--- config.mk ---
export PLATFORM = sky130hd
export DESIGN_NAME = ipv4_cidr_text_subnet_calculator_flat
export DESIGN_NICKNAME = d
export VERILOG_FILES = /design/src/rtl/cidr_pkg.sv /design/src/rtl/cidr_text_if.sv /design/src/rtl/cidr_res_if.sv /design/src/rtl/cidr_parse.sv /design/src/rtl/cidr_calc.sv /design/src/rtl/ipv4_cidr_text_subnet_calculator.sv /design/src/flat_wrapper.sv
export SDC_FILE = /design/constraint.sdc
export NUM_CORES = 1
export LEC_CHECK = 0
export BUFFER_PORTS_ARGS = -buffer_cell sky130_fd_sc_hd__clkbuf_2
export CAP_MARGIN = 10
export CORE_MARGIN = 5
export CORE_UTILIZATION = 40
export CTS_CLUSTER_SIZE = 16
export DETAILED_ROUTE_END_ITERATION = 8
export SYNTH_ARGS = -nofsm -noshare
export SYNTH_HDL_FRONTEND = slang
export SYNTH_SLANG_ARGS = --single-unit
export TNS_END_PERCENT = 30
--- constraint.sdc ---
create_clock -name clk -period 30.6 [get_ports clk]
set_input_delay 0 -clock clk [delete_from_list [all_inputs] [get_ports clk]]
set_output_delay 0 -clock clk [all_outputs]
set_load 0.02 [all_outputs]
--- src/rtl/cidr_pkg.sv ---
// ----------------------------------------------------------------------------
// cidr_pkg
// Shared types and constants for the IPv4 CIDR text parser and subnet
// calculator.
// ----------------------------------------------------------------------------
package cidr_pkg;

	// text character codes
	localparam logic [7:0] CH_DOT   = 8'd46;
	localparam logic [7:0] CH_SLASH = 8'd47;
	localparam logic [7:0] CH_ZERO  = 8'd48;
	localparam logic [7:0] CH_NINE  = 8'd57;
	localparam logic [7:0] CH_TAB   = 8'd9;
	localparam logic [7:0] CH_CR    = 8'd13;
	localparam logic [7:0] CH_SPACE = 8'd32;

	// parse limits
	localparam logic [9:0] OCTET_MAX      = 10'd255;
	localparam logic [5:0] PREFIX_MAX     = 6'd32;
	localparam logic [5:0] PREFIX_SAT     = 6'd33;
	localparam logic [5:0] PREFIX_HOST31  = 6'd31;
	localparam logic [1:0] LAST_OCTET     = 2'd3;
	localparam logic [1:0] MAX_DIGITS     = 2'd3;

	// configuration register map
	localparam int         PADDR_W            = 3;
	localparam logic [2:0] ADDR_REQUIRE_PREFIX = 3'd0;
	localparam logic       REQUIRE_PREFIX_RST  = 1'b1;

	// parser phase
	typedef enum logic [1:0] {
		PH_LEAD,
		PH_BODY,
		PH_TRAIL
	} phase_t;

	// one input item
	typedef struct packed {
		logic [7:0] char_code;
		logic       has_char;
		logic       end_of_text;
	} item_t;

	// parse outcome at end of text
	typedef struct packed {
		logic        ok;
		logic [31:0] address;
		logic [5:0]  prefix;
	} fin_t;

	// one result item
	typedef struct packed {
		logic        valid_res;
		logic [31:0] address;
		logic [5:0]  prefix_len;
		logic [31:0] net_mask;
		logic [31:0] wild_mask;
		logic [31:0] network_addr;
		logic [31:0] broadcast_addr;
		logic [31:0] first_host;
		logic [31:0] last_host;
		logic [31:0] usable_hosts;
		logic [8:0]  block_size;
		logic [2:0]  focus_octet;
	} res_t;

endpackage

--- src/rtl/cidr_text_if.sv ---
// ----------------------------------------------------------------------------
// cidr_text_if
// Character channel: one byte of address text per transfer.
// ----------------------------------------------------------------------------
interface cidr_text_if;
	logic       valid;
	logic       ready;
	logic [7:0] char_code;
	logic       has_char;
	logic       end_of_text;

	modport source (output valid, output char_code, output has_char,
		output end_of_text, input ready);
	modport sink (input valid, input char_code, input has_char,
		input end_of_text, output ready);
endinterface

--- src/rtl/cidr_res_if.sv ---
// ----------------------------------------------------------------------------
// cidr_res_if
// Result channel: one subnet calculation per transfer.
// ----------------------------------------------------------------------------
interface cidr_res_if;
	logic        valid;
	logic        ready;
	logic        valid_res;
	logic [31:0] address;
	logic [5:0]  prefix_len;
	logic [31:0] net_mask;
	logic [31:0] wild_mask;
	logic [31:0] network_addr;
	logic [31:0] broadcast_addr;
	logic [31:0] first_host;
	logic [31:0] last_host;
	logic [31:0] usable_hosts;
	logic [8:0]  block_size;
	logic [2:0]  focus_octet;

	modport source (output valid, output valid_res, output address, output prefix_len,
		output net_mask, output wild_mask, output network_addr, output broadcast_addr,
		output first_host, output last_host, output usable_hosts, output block_size,
		output focus_octet, input ready);
	modport sink (input valid, input valid_res, input address, input prefix_len,
		input net_mask, input wild_mask, input network_addr, input broadcast_addr,
		input first_host, input last_host, input usable_hosts, input block_size,
		input focus_octet, output ready);
endinterface

--- src/rtl/cidr_parse.sv ---
// ----------------------------------------------------------------------------
// cidr_parse
// Character step of the dotted-quad / prefix parser. Holds the running parse
// state and gives the parse outcome for an end-of-text item.
// ----------------------------------------------------------------------------
module cidr_parse (
	input  logic            clk,
	input  logic            arst_n,
	input  logic            go,
	input  cidr_pkg::item_t item,
	input  logic            require_prefix,
	output cidr_pkg::fin_t  fin
);

	cidr_pkg::phase_t phase_q, phase_n;
	logic [1:0]  oct_idx_q, oct_idx_n;
	logic [1:0]  dcnt_q, dcnt_n;
	logic [9:0]  oct_q, oct_n;
	logic [31:0] acc_q, acc_n;
	logic        slash_q, slash_n;
	logic [5:0]  pfx_q, pfx_n;
	logic        pdig_q, pdig_n;
	logic        err_q, err_n;

	logic        ws, dig;
	logic [3:0]  dval;
	logic [9:0]  oct_x10;
	logic [8:0]  pfx_x10;

	// character class
	always_comb begin
		ws   = (item.char_code == cidr_pkg::CH_SPACE) ||
			(item.char_code inside {[cidr_pkg::CH_TAB:cidr_pkg::CH_CR]});
		dig  = item.char_code inside {[cidr_pkg::CH_ZERO:cidr_pkg::CH_NINE]};
		dval = 4'(item.char_code - cidr_pkg::CH_ZERO);
		oct_x10 = {oct_q[6:0], 3'b000} + {oct_q[8:0], 1'b0} + 10'(dval);
		pfx_x10 = {pfx_q, 3'b000} + {2'b00, pfx_q, 1'b0} + 9'(dval);
	end

	// next phase
	always_comb begin
		phase_n = phase_q;
		if (item.has_char) begin
			case (phase_q)
				cidr_pkg::PH_LEAD:  phase_n = ws ? cidr_pkg::PH_LEAD : cidr_pkg::PH_BODY;
				cidr_pkg::PH_BODY:  phase_n = ws ? cidr_pkg::PH_TRAIL : cidr_pkg::PH_BODY;
				cidr_pkg::PH_TRAIL: phase_n = cidr_pkg::PH_TRAIL;
				default:            phase_n = phase_q;
			endcase
		end
	end

	// octet and prefix accumulation
	always_comb begin
		oct_idx_n = oct_idx_q;
		dcnt_n    = dcnt_q;
		oct_n     = oct_q;
		acc_n     = acc_q;
		slash_n   = slash_q;
		pfx_n     = pfx_q;
		pdig_n    = pdig_q;
		err_n     = err_q;
		// non-space after trailing whitespace
		if (item.has_char && phase_q == cidr_pkg::PH_TRAIL && !ws)
			err_n = 1'b1;
		if (item.has_char && phase_q != cidr_pkg::PH_TRAIL && !ws && !err_q) begin
			if (!slash_q) begin
				if (dig) begin
					if (dcnt_q >= cidr_pkg::MAX_DIGITS) begin
						err_n = 1'b1;
					end else begin
						oct_n  = oct_x10;
						dcnt_n = dcnt_q + 2'd1;
					end
				end else if (item.char_code == cidr_pkg::CH_DOT) begin
					if (dcnt_q == 2'd0 || oct_idx_q >= cidr_pkg::LAST_OCTET) begin
						err_n = 1'b1;
					end else begin
						if (oct_q > cidr_pkg::OCTET_MAX)
							err_n = 1'b1;
						acc_n     = {acc_q[23:0], oct_q[7:0]};
						oct_n     = '0;
						dcnt_n    = '0;
						oct_idx_n = oct_idx_q + 2'd1;
					end
				end else if (item.char_code == cidr_pkg::CH_SLASH) begin
					if (dcnt_q == 2'd0 || oct_idx_q != cidr_pkg::LAST_OCTET) begin
						err_n = 1'b1;
					end else begin
						if (oct_q > cidr_pkg::OCTET_MAX)
							err_n = 1'b1;
						acc_n   = {acc_q[23:0], oct_q[7:0]};
						oct_n   = '0;
						dcnt_n  = '0;
						slash_n = 1'b1;
					end
				end else begin
					err_n = 1'b1;
				end
			end else begin
				if (dig) begin
					pdig_n = 1'b1;
					pfx_n  = (pfx_x10 > 9'(cidr_pkg::PREFIX_MAX)) ? cidr_pkg::PREFIX_SAT
						: pfx_x10[5:0];
				end else begin
					err_n = 1'b1;
				end
			end
		end
	end

	// end-of-text checks on the updated state
	always_comb begin
		fin.ok      = !err_n && (phase_n != cidr_pkg::PH_LEAD);
		fin.address = acc_n;
		fin.prefix  = cidr_pkg::PREFIX_MAX;
		if (!slash_n) begin
			if (oct_idx_n != cidr_pkg::LAST_OCTET || dcnt_n == 2'd0 || require_prefix)
				fin.ok = 1'b0;
			if (oct_n > cidr_pkg::OCTET_MAX)
				fin.ok = 1'b0;
			fin.address = {acc_n[23:0], oct_n[7:0]};
		end else if (pdig_n) begin
			if (pfx_n > cidr_pkg::PREFIX_MAX)
				fin.ok = 1'b0;
			else
				fin.prefix = pfx_n;
		end else if (require_prefix) begin
			fin.ok = 1'b0;
		end
	end

	// parse state, cleared after each end of text
	always_ff @(posedge clk or negedge arst_n) begin
		if (!arst_n) begin
			phase_q   <= cidr_pkg::PH_LEAD;
			oct_idx_q <= '0;
			dcnt_q    <= '0;
			oct_q     <= '0;
			acc_q     <= '0;
			slash_q   <= 1'b0;
			pfx_q     <= '0;
			pdig_q    <= 1'b0;
			err_q     <= 1'b0;
		end else if (go) begin
			if (item.end_of_text) begin
				phase_q   <= cidr_pkg::PH_LEAD;
				oct_idx_q <= '0;
				dcnt_q    <= '0;
				oct_q     <= '0;
				acc_q     <= '0;
				slash_q   <= 1'b0;
				pfx_q     <= '0;
				pdig_q    <= 1'b0;
				err_q     <= 1'b0;
			end else begin
				phase_q   <= phase_n;
				oct_idx_q <= oct_idx_n;
				dcnt_q    <= dcnt_n;
				oct_q     <= oct_n;
				acc_q     <= acc_n;
				slash_q   <= slash_n;
				pfx_q     <= pfx_n;
				pdig_q    <= pdig_n;
				err_q     <= err_n;
			end
		end
	end

endmodule

--- src/rtl/cidr_calc.sv ---
// ----------------------------------------------------------------------------
// cidr_calc
// Subnet arithmetic: masks, network, broadcast, host range and counts from
// a parsed address and prefix. Fields are zero for a rejected text.
// ----------------------------------------------------------------------------
module cidr_calc (
	input  cidr_pkg::fin_t fin,
	output cidr_pkg::res_t res
);

	logic [31:0] mask, wild, net, bc;
	logic        p32, p31;

	// masks and range ends
	always_comb begin
		mask = ~(32'hFFFF_FFFF >> fin.prefix);
		wild = ~mask;
		net  = fin.address & mask;
		bc   = net | wild;
		p32  = (fin.prefix == cidr_pkg::PREFIX_MAX);
		p31  = (fin.prefix == cidr_pkg::PREFIX_HOST31);
	end

	// result fields
	always_comb begin
		res = '0;
		if (fin.ok) begin
			res.valid_res      = 1'b1;
			res.address        = fin.address;
			res.prefix_len     = fin.prefix;
			res.net_mask       = mask;
			res.wild_mask      = wild;
			res.network_addr   = net;
			res.broadcast_addr = bc;
			res.focus_octet    = p32 ? 3'd4 : ({1'b0, fin.prefix[4:3]} + 3'd1);
			if (p32)
				res.block_size = 9'd1;
			else if (fin.prefix[2:0] == 3'd0)
				res.block_size = 9'd256;
			else
				res.block_size = 9'd1 << (4'd8 - {1'b0, fin.prefix[2:0]});
			if (p32) begin
				res.usable_hosts = 32'd1;
				res.first_host   = fin.address;
				res.last_host    = fin.address;
			end else if (p31) begin
				res.usable_hosts = 32'd2;
				res.first_host   = net;
				res.last_host    = bc;
			end else begin
				// wildcard is 2^host_bits - 1
				res.usable_hosts = wild - 32'd1;
				res.first_host   = net + 32'd1;
				res.last_host    = bc - 32'd1;
			end
		end
	end

endmodule

--- src/rtl/ipv4_cidr_text_subnet_calculator.sv ---
// ----------------------------------------------------------------------------
// ipv4_cidr_text_subnet_calculator
// Address text in one character per transfer, one subnet result out per
// end-of-text mark. A character can be taken in every cycle unless an
// end-of-text item waits for room; a result passes through the input,
// parse outcome and result registers. The sustained rate, set by the parse
// state update, is one character per cycle while the result side keeps up.
// Items without an end mark give no result; only an end-of-text item in the
// input register waits for room on the result side, and items behind it wait.
// ----------------------------------------------------------------------------
module ipv4_cidr_text_subnet_calculator (
	input  logic                                clk,
	input  logic                                arst_n,
	cidr_text_if.sink                           text,
	cidr_res_if.source                          result,
	input  logic                                psel,
	input  logic                                penable,
	input  logic                                pwrite,
	input  logic [cidr_pkg::PADDR_W-1:0]        paddr,
	input  logic [31:0]                         pwdata,
	output logic [31:0]                         prdata,
	output logic                                pready
);

	logic            require_prefix_q;
	logic            valid_s1;
	cidr_pkg::item_t item_s1;
	logic            valid_s2;
	cidr_pkg::fin_t  fin_s2;
	logic            out_v_q;
	cidr_pkg::res_t  res_q;

	cidr_pkg::fin_t  fin;
	cidr_pkg::res_t  res;
	logic            adv_out, s2_free, s1_go;

	// configuration register
	assign pready = 1'b1;
	always_comb begin
		prdata = '0;
		if (paddr == cidr_pkg::ADDR_REQUIRE_PREFIX)
			prdata = {31'b0, require_prefix_q};
	end

	always_ff @(posedge clk or negedge arst_n) begin
		if (!arst_n) begin
			require_prefix_q <= cidr_pkg::REQUIRE_PREFIX_RST;
		end else if (psel && penable && pwrite && pready &&
			paddr == cidr_pkg::ADDR_REQUIRE_PREFIX) begin
			require_prefix_q <= pwdata[0];
		end
	end

	// flow control: only end-of-text items need room downstream
	assign adv_out    = !out_v_q || result.ready;
	assign s2_free    = !valid_s2 || adv_out;
	assign s1_go      = valid_s1 && (!item_s1.end_of_text || s2_free);
	assign text.ready = !valid_s1 || s1_go;

	// input register
	always_ff @(posedge clk or negedge arst_n) begin
		if (!arst_n)
			valid_s1 <= 1'b0;
		else if (text.ready)
			valid_s1 <= text.valid;
	end

	always_ff @(posedge clk) begin
		if (text.ready && text.valid) begin
			item_s1.char_code   <= text.char_code;
			item_s1.has_char    <= text.has_char;
			item_s1.end_of_text <= text.end_of_text;
		end
	end

	cidr_parse u_parse (
		.clk            (clk),
		.arst_n         (arst_n),
		.go             (s1_go),
		.item           (item_s1),
		.require_prefix (require_prefix_q),
		.fin            (fin)
	);

	// parse outcome register
	always_ff @(posedge clk or negedge arst_n) begin
		if (!arst_n)
			valid_s2 <= 1'b0;
		else if (s1_go && item_s1.end_of_text)
			valid_s2 <= 1'b1;
		else if (adv_out)
			valid_s2 <= 1'b0;
	end

	always_ff @(posedge clk) begin
		if (s1_go && item_s1.end_of_text)
			fin_s2 <= fin;
	end

	cidr_calc u_calc (
		.fin (fin_s2),
		.res (res)
	);

	// result register
	always_ff @(posedge clk or negedge arst_n) begin
		if (!arst_n)
			out_v_q <= 1'b0;
		else if (adv_out)
			out_v_q <= valid_s2;
	end

	always_ff @(posedge clk) begin
		if (adv_out && valid_s2)
			res_q <= res;
	end

	// result channel
	assign result.valid          = out_v_q;
	assign result.valid_res      = res_q.valid_res;
	assign result.address        = res_q.address;
	assign result.prefix_len     = res_q.prefix_len;
	assign result.net_mask       = res_q.net_mask;
	assign result.wild_mask      = res_q.wild_mask;
	assign result.network_addr   = res_q.network_addr;
	assign result.broadcast_addr = res_q.broadcast_addr;
	assign result.first_host     = res_q.first_host;
	assign result.last_host      = res_q.last_host;
	assign result.usable_hosts   = res_q.usable_hosts;
	assign result.block_size     = res_q.block_size;
	assign result.focus_octet    = res_q.focus_octet;

`ifndef ASSERT_OFF
	// a rejected text carries zero address, net mask and block size
	a_reject_zero: assert property (@(posedge clk) disable iff (!arst_n)
		(out_v_q && !res_q.valid_res) |-> (res_q.address == 32'd0 &&
		res_q.net_mask == 32'd0 && res_q.block_size == 9'd0))
		else $error("rejected result has nonzero fields");

	// an accepted text has a legal prefix and matching masks
	a_prefix_mask: assert property (@(posedge clk) disable iff (!arst_n)
		(out_v_q && res_q.valid_res) |-> (res_q.prefix_len <= cidr_pkg::PREFIX_MAX &&
		res_q.wild_mask == ~res_q.net_mask))
		else $error("bad prefix or mask in result");

	// a result follows every buffered end of text when the sink is free
	a_drain: assert property (@(posedge clk) disable iff (!arst_n)
		(valid_s2 && adv_out) |=> out_v_q)
		else $error("buffered result lost");

	// a held result only moves on when taken
	a_hold: assert property (@(posedge clk) disable iff (!arst_n)
		(out_v_q && !result.ready) |=> (out_v_q && $stable(res_q)))
		else $error("result changed while stalled");
`endif

endmodule

--- src/flat_wrapper.sv ---
// flat-port wrapper written by rule: the top's interface ports become plain ports
module ipv4_cidr_text_subnet_calculator_flat 
  (clk, arst_n, psel, penable, pwrite, paddr, pwdata, prdata, pready, text_valid, text_char_code, text_has_char, text_end_of_text, text_ready, result_valid, result_valid_res, result_address, result_prefix_len, result_net_mask, result_wild_mask, result_network_addr, result_broadcast_addr, result_first_host, result_last_host, result_usable_hosts, result_block_size, result_focus_octet, result_ready);
  cidr_text_if text_i ();
  cidr_res_if result_i ();
  input  logic clk;
  input  logic arst_n;
  input  logic psel;
  input  logic penable;
  input  logic pwrite;
  input  logic [cidr_pkg::PADDR_W-1:0] paddr;
  input  logic [31:0] pwdata;
  output logic [31:0] prdata;
  output logic pready;
  input wire logic [$bits(text_i.valid)-1:0] text_valid;
  input wire logic [$bits(text_i.char_code)-1:0] text_char_code;
  input wire logic [$bits(text_i.has_char)-1:0] text_has_char;
  input wire logic [$bits(text_i.end_of_text)-1:0] text_end_of_text;
  output wire logic [$bits(text_i.ready)-1:0] text_ready;
  output wire logic [$bits(result_i.valid)-1:0] result_valid;
  output wire logic [$bits(result_i.valid_res)-1:0] result_valid_res;
  output wire logic [$bits(result_i.address)-1:0] result_address;
  output wire logic [$bits(result_i.prefix_len)-1:0] result_prefix_len;
  output wire logic [$bits(result_i.net_mask)-1:0] result_net_mask;
  output wire logic [$bits(result_i.wild_mask)-1:0] result_wild_mask;
  output wire logic [$bits(result_i.network_addr)-1:0] result_network_addr;
  output wire logic [$bits(result_i.broadcast_addr)-1:0] result_broadcast_addr;
  output wire logic [$bits(result_i.first_host)-1:0] result_first_host;
  output wire logic [$bits(result_i.last_host)-1:0] result_last_host;
  output wire logic [$bits(result_i.usable_hosts)-1:0] result_usable_hosts;
  output wire logic [$bits(result_i.block_size)-1:0] result_block_size;
  output wire logic [$bits(result_i.focus_octet)-1:0] result_focus_octet;
  input wire logic [$bits(result_i.ready)-1:0] result_ready;
  assign text_i.valid = text_valid;
  assign text_i.char_code = text_char_code;
  assign text_i.has_char = text_has_char;
  assign text_i.end_of_text = text_end_of_text;
  assign text_ready = text_i.ready;
  assign result_valid = result_i.valid;
  assign result_valid_res = result_i.valid_res;
  assign result_address = result_i.address;
  assign result_prefix_len = result_i.prefix_len;
  assign result_net_mask = result_i.net_mask;
  assign result_wild_mask = result_i.wild_mask;
  assign result_network_addr = result_i.network_addr;
  assign result_broadcast_addr = result_i.broadcast_addr;
  assign result_first_host = result_i.first_host;
  assign result_last_host = result_i.last_host;
  assign result_usable_hosts = result_i.usable_hosts;
  assign result_block_size = result_i.block_size;
  assign result_focus_octet = result_i.focus_octet;
  assign result_i.ready = result_ready;
  ipv4_cidr_text_subnet_calculator u_core (.clk(clk), .arst_n(arst_n), .text(text_i), .result(result_i), .psel(psel), .penable(penable), .pwrite(pwrite), .paddr(paddr), .pwdata(pwdata), .prdata(prdata), .pready(pready));
endmodule
==> run summary <==
Outcome: finished, final reports clean
Worst r2r dst: u_core.result.first_host[24]$_SDFFCE_PN0P_
Synth Instances: 1,640
Port Buffers: 298
Final setup viols: 0
Max-cap violation count: 0
Slew HR: 26.6%
Mapped Area: 0.0187 sq mm
Least-Margin Pin Slew: 1090 ps
Max Fclk: 240 MHz
Clk slew on worst S/H paths: 60 ps
Vias in the first global route: 13,706
Worst Hold Depth: 2
Final Skew: 22.8 ps
Fillers: 4,228
Count leader, synth: edfxtp_1
Combinational share of power: 9.2%
DR WL/cell: 21.8 um
Layout cells sized above 1: 23.5%
P_sw: 313 uW
Max H-tree Level: 2
Antenna violations before repair: 1
Maximum fanout along the worst path: 13
Grt met1 use: 29.0%
Setup TNS: 0 ps
CTS tree: done
Starting Density: 40.3%
Busiest layer in global routing: met2
Period utilization: 13.6%
Final cell utilization of the core: 47.6%
Ports: 362
Setup CP Type: flip-flop to flip-flop
Register area share after synthesis: 59.9%
Synth area leaders: edfxtp_1 52%, dfrtp_1 8.0%, nor2_1 3.3%, a21oi_1 3.2%, nand2_1 2.7%
Maximum VDD drop: 0.0342 mV
Async S/R FF share, synth: 15.9%
Post-CTS sizing: 0
Drt total wl: 55.8 mm
Die Height: 226 um
Switching share of total power: 25.4%
First-pass GRT wire length: 83.5 mm
Leakage: 0.00887 uW
Critical path capture point type: flip-flop
PD cells: 55.7 mW/mm^2
Number of synthesized flops with an enable pin: 323
Postcts setup bufs: 0
Placer Congestion: 0.912
Hold endpoint: u_core.item_s1[0]$_DFFE_PP_
Synth top area share: 51.8%
Met2 usage: 34.6%
Worst Hold Class: input port to flip-flop
Syn-to-layout area delta: 18.0%
DRT Pass-1 Iters: 6
Internal power: 918 uW
Hold_ws: 142 ps
CP startpoint kind: flip-flop
Final HPWL DP: 38.2 mm
Largest net degree at the start of global routing: 182
Initial DRC Count: 1,330
Flops & latches, synth: 384
Clk pwr share: 40.6%
Netlist cell types: 92
Yosys Warn Count: 0
DRC viols: 0
CTS root buffer: clkbuf_16
Grt met3 use: 2.74%
RSZ-0062 raised after global routing: no
Reg-to-reg setup timing slack: 26,440 ps
Final net count: 2,009
Core area: 0.0465 sq mm
Grt ovf: 0
Hold Violations, Final: 0
Area leader, netlist: edfxtp_1
Synth top cells by count: 323 x edfxtp_1, 164 x nor2_1, 137 x nand2_1
Vias per std cell: 5.62
Worst EP required: 30,930 ps
Pins Over Slew Limit: 0
Sequential share of power: 50.2%
Ant diodes: 0
Hold_sp: text_end_of_text
Main flop type after synthesis: edfxtp_1
FP Rows: 79
Clk sinks: 384
Worst Reg-to-Reg Cells: 9
Via count: 14,383
Antenna Nets Post-Route: 0
Reg2reg start: u_core.fin_s2[0]$_SDFFCE_PP0P_
Clk_lat worst skew: 580 ps
Shortest period the worst path allows: 4160 ps
GRT Total Usage: 20.9%
CP arrival: 4490 ps
Die area: 0.0513 sq mm
Mapped Avg Cell Area: 11.4 sq um
Die X: 226 um
CTS max path bufs: 3
TritonCTS Buffers: 42
==> area by class of cell <==
class                           instances  area [sq um]  share of cell area (%)
Sequential cell                       384         11200                    50.8
Inverter                               47           178                   0.804
Multi-Input combinational cell       1109          6780                    30.6
Timing Repair Buffer                  336          1830                    8.27
Clock inverter                         29           273                    1.23
Clock buffer                           47          1070                    4.84
Tap cell                              607           759                    3.43
==> cell usage in the layout, fill, tap and decap left out, types with 14 or more instances in the layout <==
cell type        n
nand3_1         29
nor3_1          51
o21ai_0         89
clkbuf_16       42
nand2_1        136
o32ai_1         14
buf_4           21
a22oi_1         40
or2_2           27
mux2i_1         26
conb_1          32
inv_1           44
and2_1          40
clkbuf_2       298
dfrtp_1         60
a21oi_1        121
ha_1            33
edfxtp_1       323
nor2b_1         24
dlygate4sd3_1   16
nor4_1          20
xnor2_1         18
nor2_1         164
==> metrics by stage <==
| step | power, uW | setup WS [ps] | cell area, sq um | cells |
|---|---|---|---|---|
| after CTS | 1240 | 26470 | 22100 | 2559 |
| after floorplan | 709 | 16940 | 18900 | 1670 |
| after global routing | 1270 | 26270 | 22100 | 2559 |
| after global placement | 739 | 26470 | 20600 | 2467 |
| after detailed placement | 741 | 26490 | 20600 | 2467 |
| final | 1230 | 26440 | 22100 | 2559 |
==> worst max-delay path by stage <==
stage                                                             to                       startpoint  cells after the start  slack [ps]
after floorplan               u_core.result.address[0]$_SDFFCE_PN0P_  u_core.result.valid$_DFFE_PN0N_                      2       16940
after global placement    u_core.result.first_host[24]$_SDFFCE_PN0P_   u_core.fin_s2[3]$_SDFFCE_PP0P_                     13       26470
after detailed placement  u_core.result.first_host[24]$_SDFFCE_PN0P_   u_core.fin_s2[0]$_SDFFCE_PP0P_                      9       26490
after CTS                  u_core.result.last_host[30]$_SDFFCE_PN0P_   u_core.fin_s2[3]$_SDFFCE_PP0P_                     14       26470
after global routing       u_core.result.last_host[30]$_SDFFCE_PN0P_   u_core.fin_s2[3]$_SDFFCE_PP0P_                     14       26270
final                     u_core.result.first_host[24]$_SDFFCE_PN0P_   u_core.fin_s2[0]$_SDFFCE_PP0P_                      9       26440
==> power by group through the flow <==
stage	Combinational (uW)	Clock [uW]	Sequential, uW
after floorplan	46.2	0	663
after global placement	112	0	628
after detailed placement	112	0	628
after CTS	114	509	618
after global routing	122	530	620
final	113	500	617
==> timing repair <==
action / CTS / global route
hold buffers: 16 / 0
endpoints found under the setup margin: 0 / 0
endpoints found under the hold margin: 84 / 0
==> cell families after synthesis <==
family                     after synthesis  share of synthesized area (%)
AOI/OAI and AO/OA                      388                           13.3
xor gates and xnor gates                30                           1.40
adders and majority gates               37                           2.63
buffers and inverters                  177                           4.67
DFF                                    384                           59.9
muxes                                   35                           1.93
other                                    2                         0.0401
and+or+nand+nor                        587                           16.1
==> worst max-delay path, stage by stage, from the launching register on <==
cell and delay [ps]:
edfxtp_1 740, or2_2 230, ha_1 580, o21a_1 370, o21ai_2 170, nor4_4 390, nand4_2 230, or3_1 520
nor4_1 320, mux2_2 370
==> routing by layer <==
metal / wire length (um) / vias up
met5: 0 / -
met4: 1580 / 0
met3: 4280 / 97
met2: 26900 / 635
met1: 23000 / 7081
li1: - / 6570
==> state kept, by name (all words and copies together) (netlist names), 32 cells and up <==
name / count
u_core.result.address: 32
u_core.result.network_addr: 32
u_core.result.net_mask: 32
u_core.fin_s2: 39
u_core.result.usable_hosts: 32
u_core.result.broadcast_addr: 32
u_core.result.first_host: 32
u_core.result.last_host: 32
u_core.result.wild_mask: 32
u_core.u_parse.acc_q: 32
(Power assumes the default switching activity.)
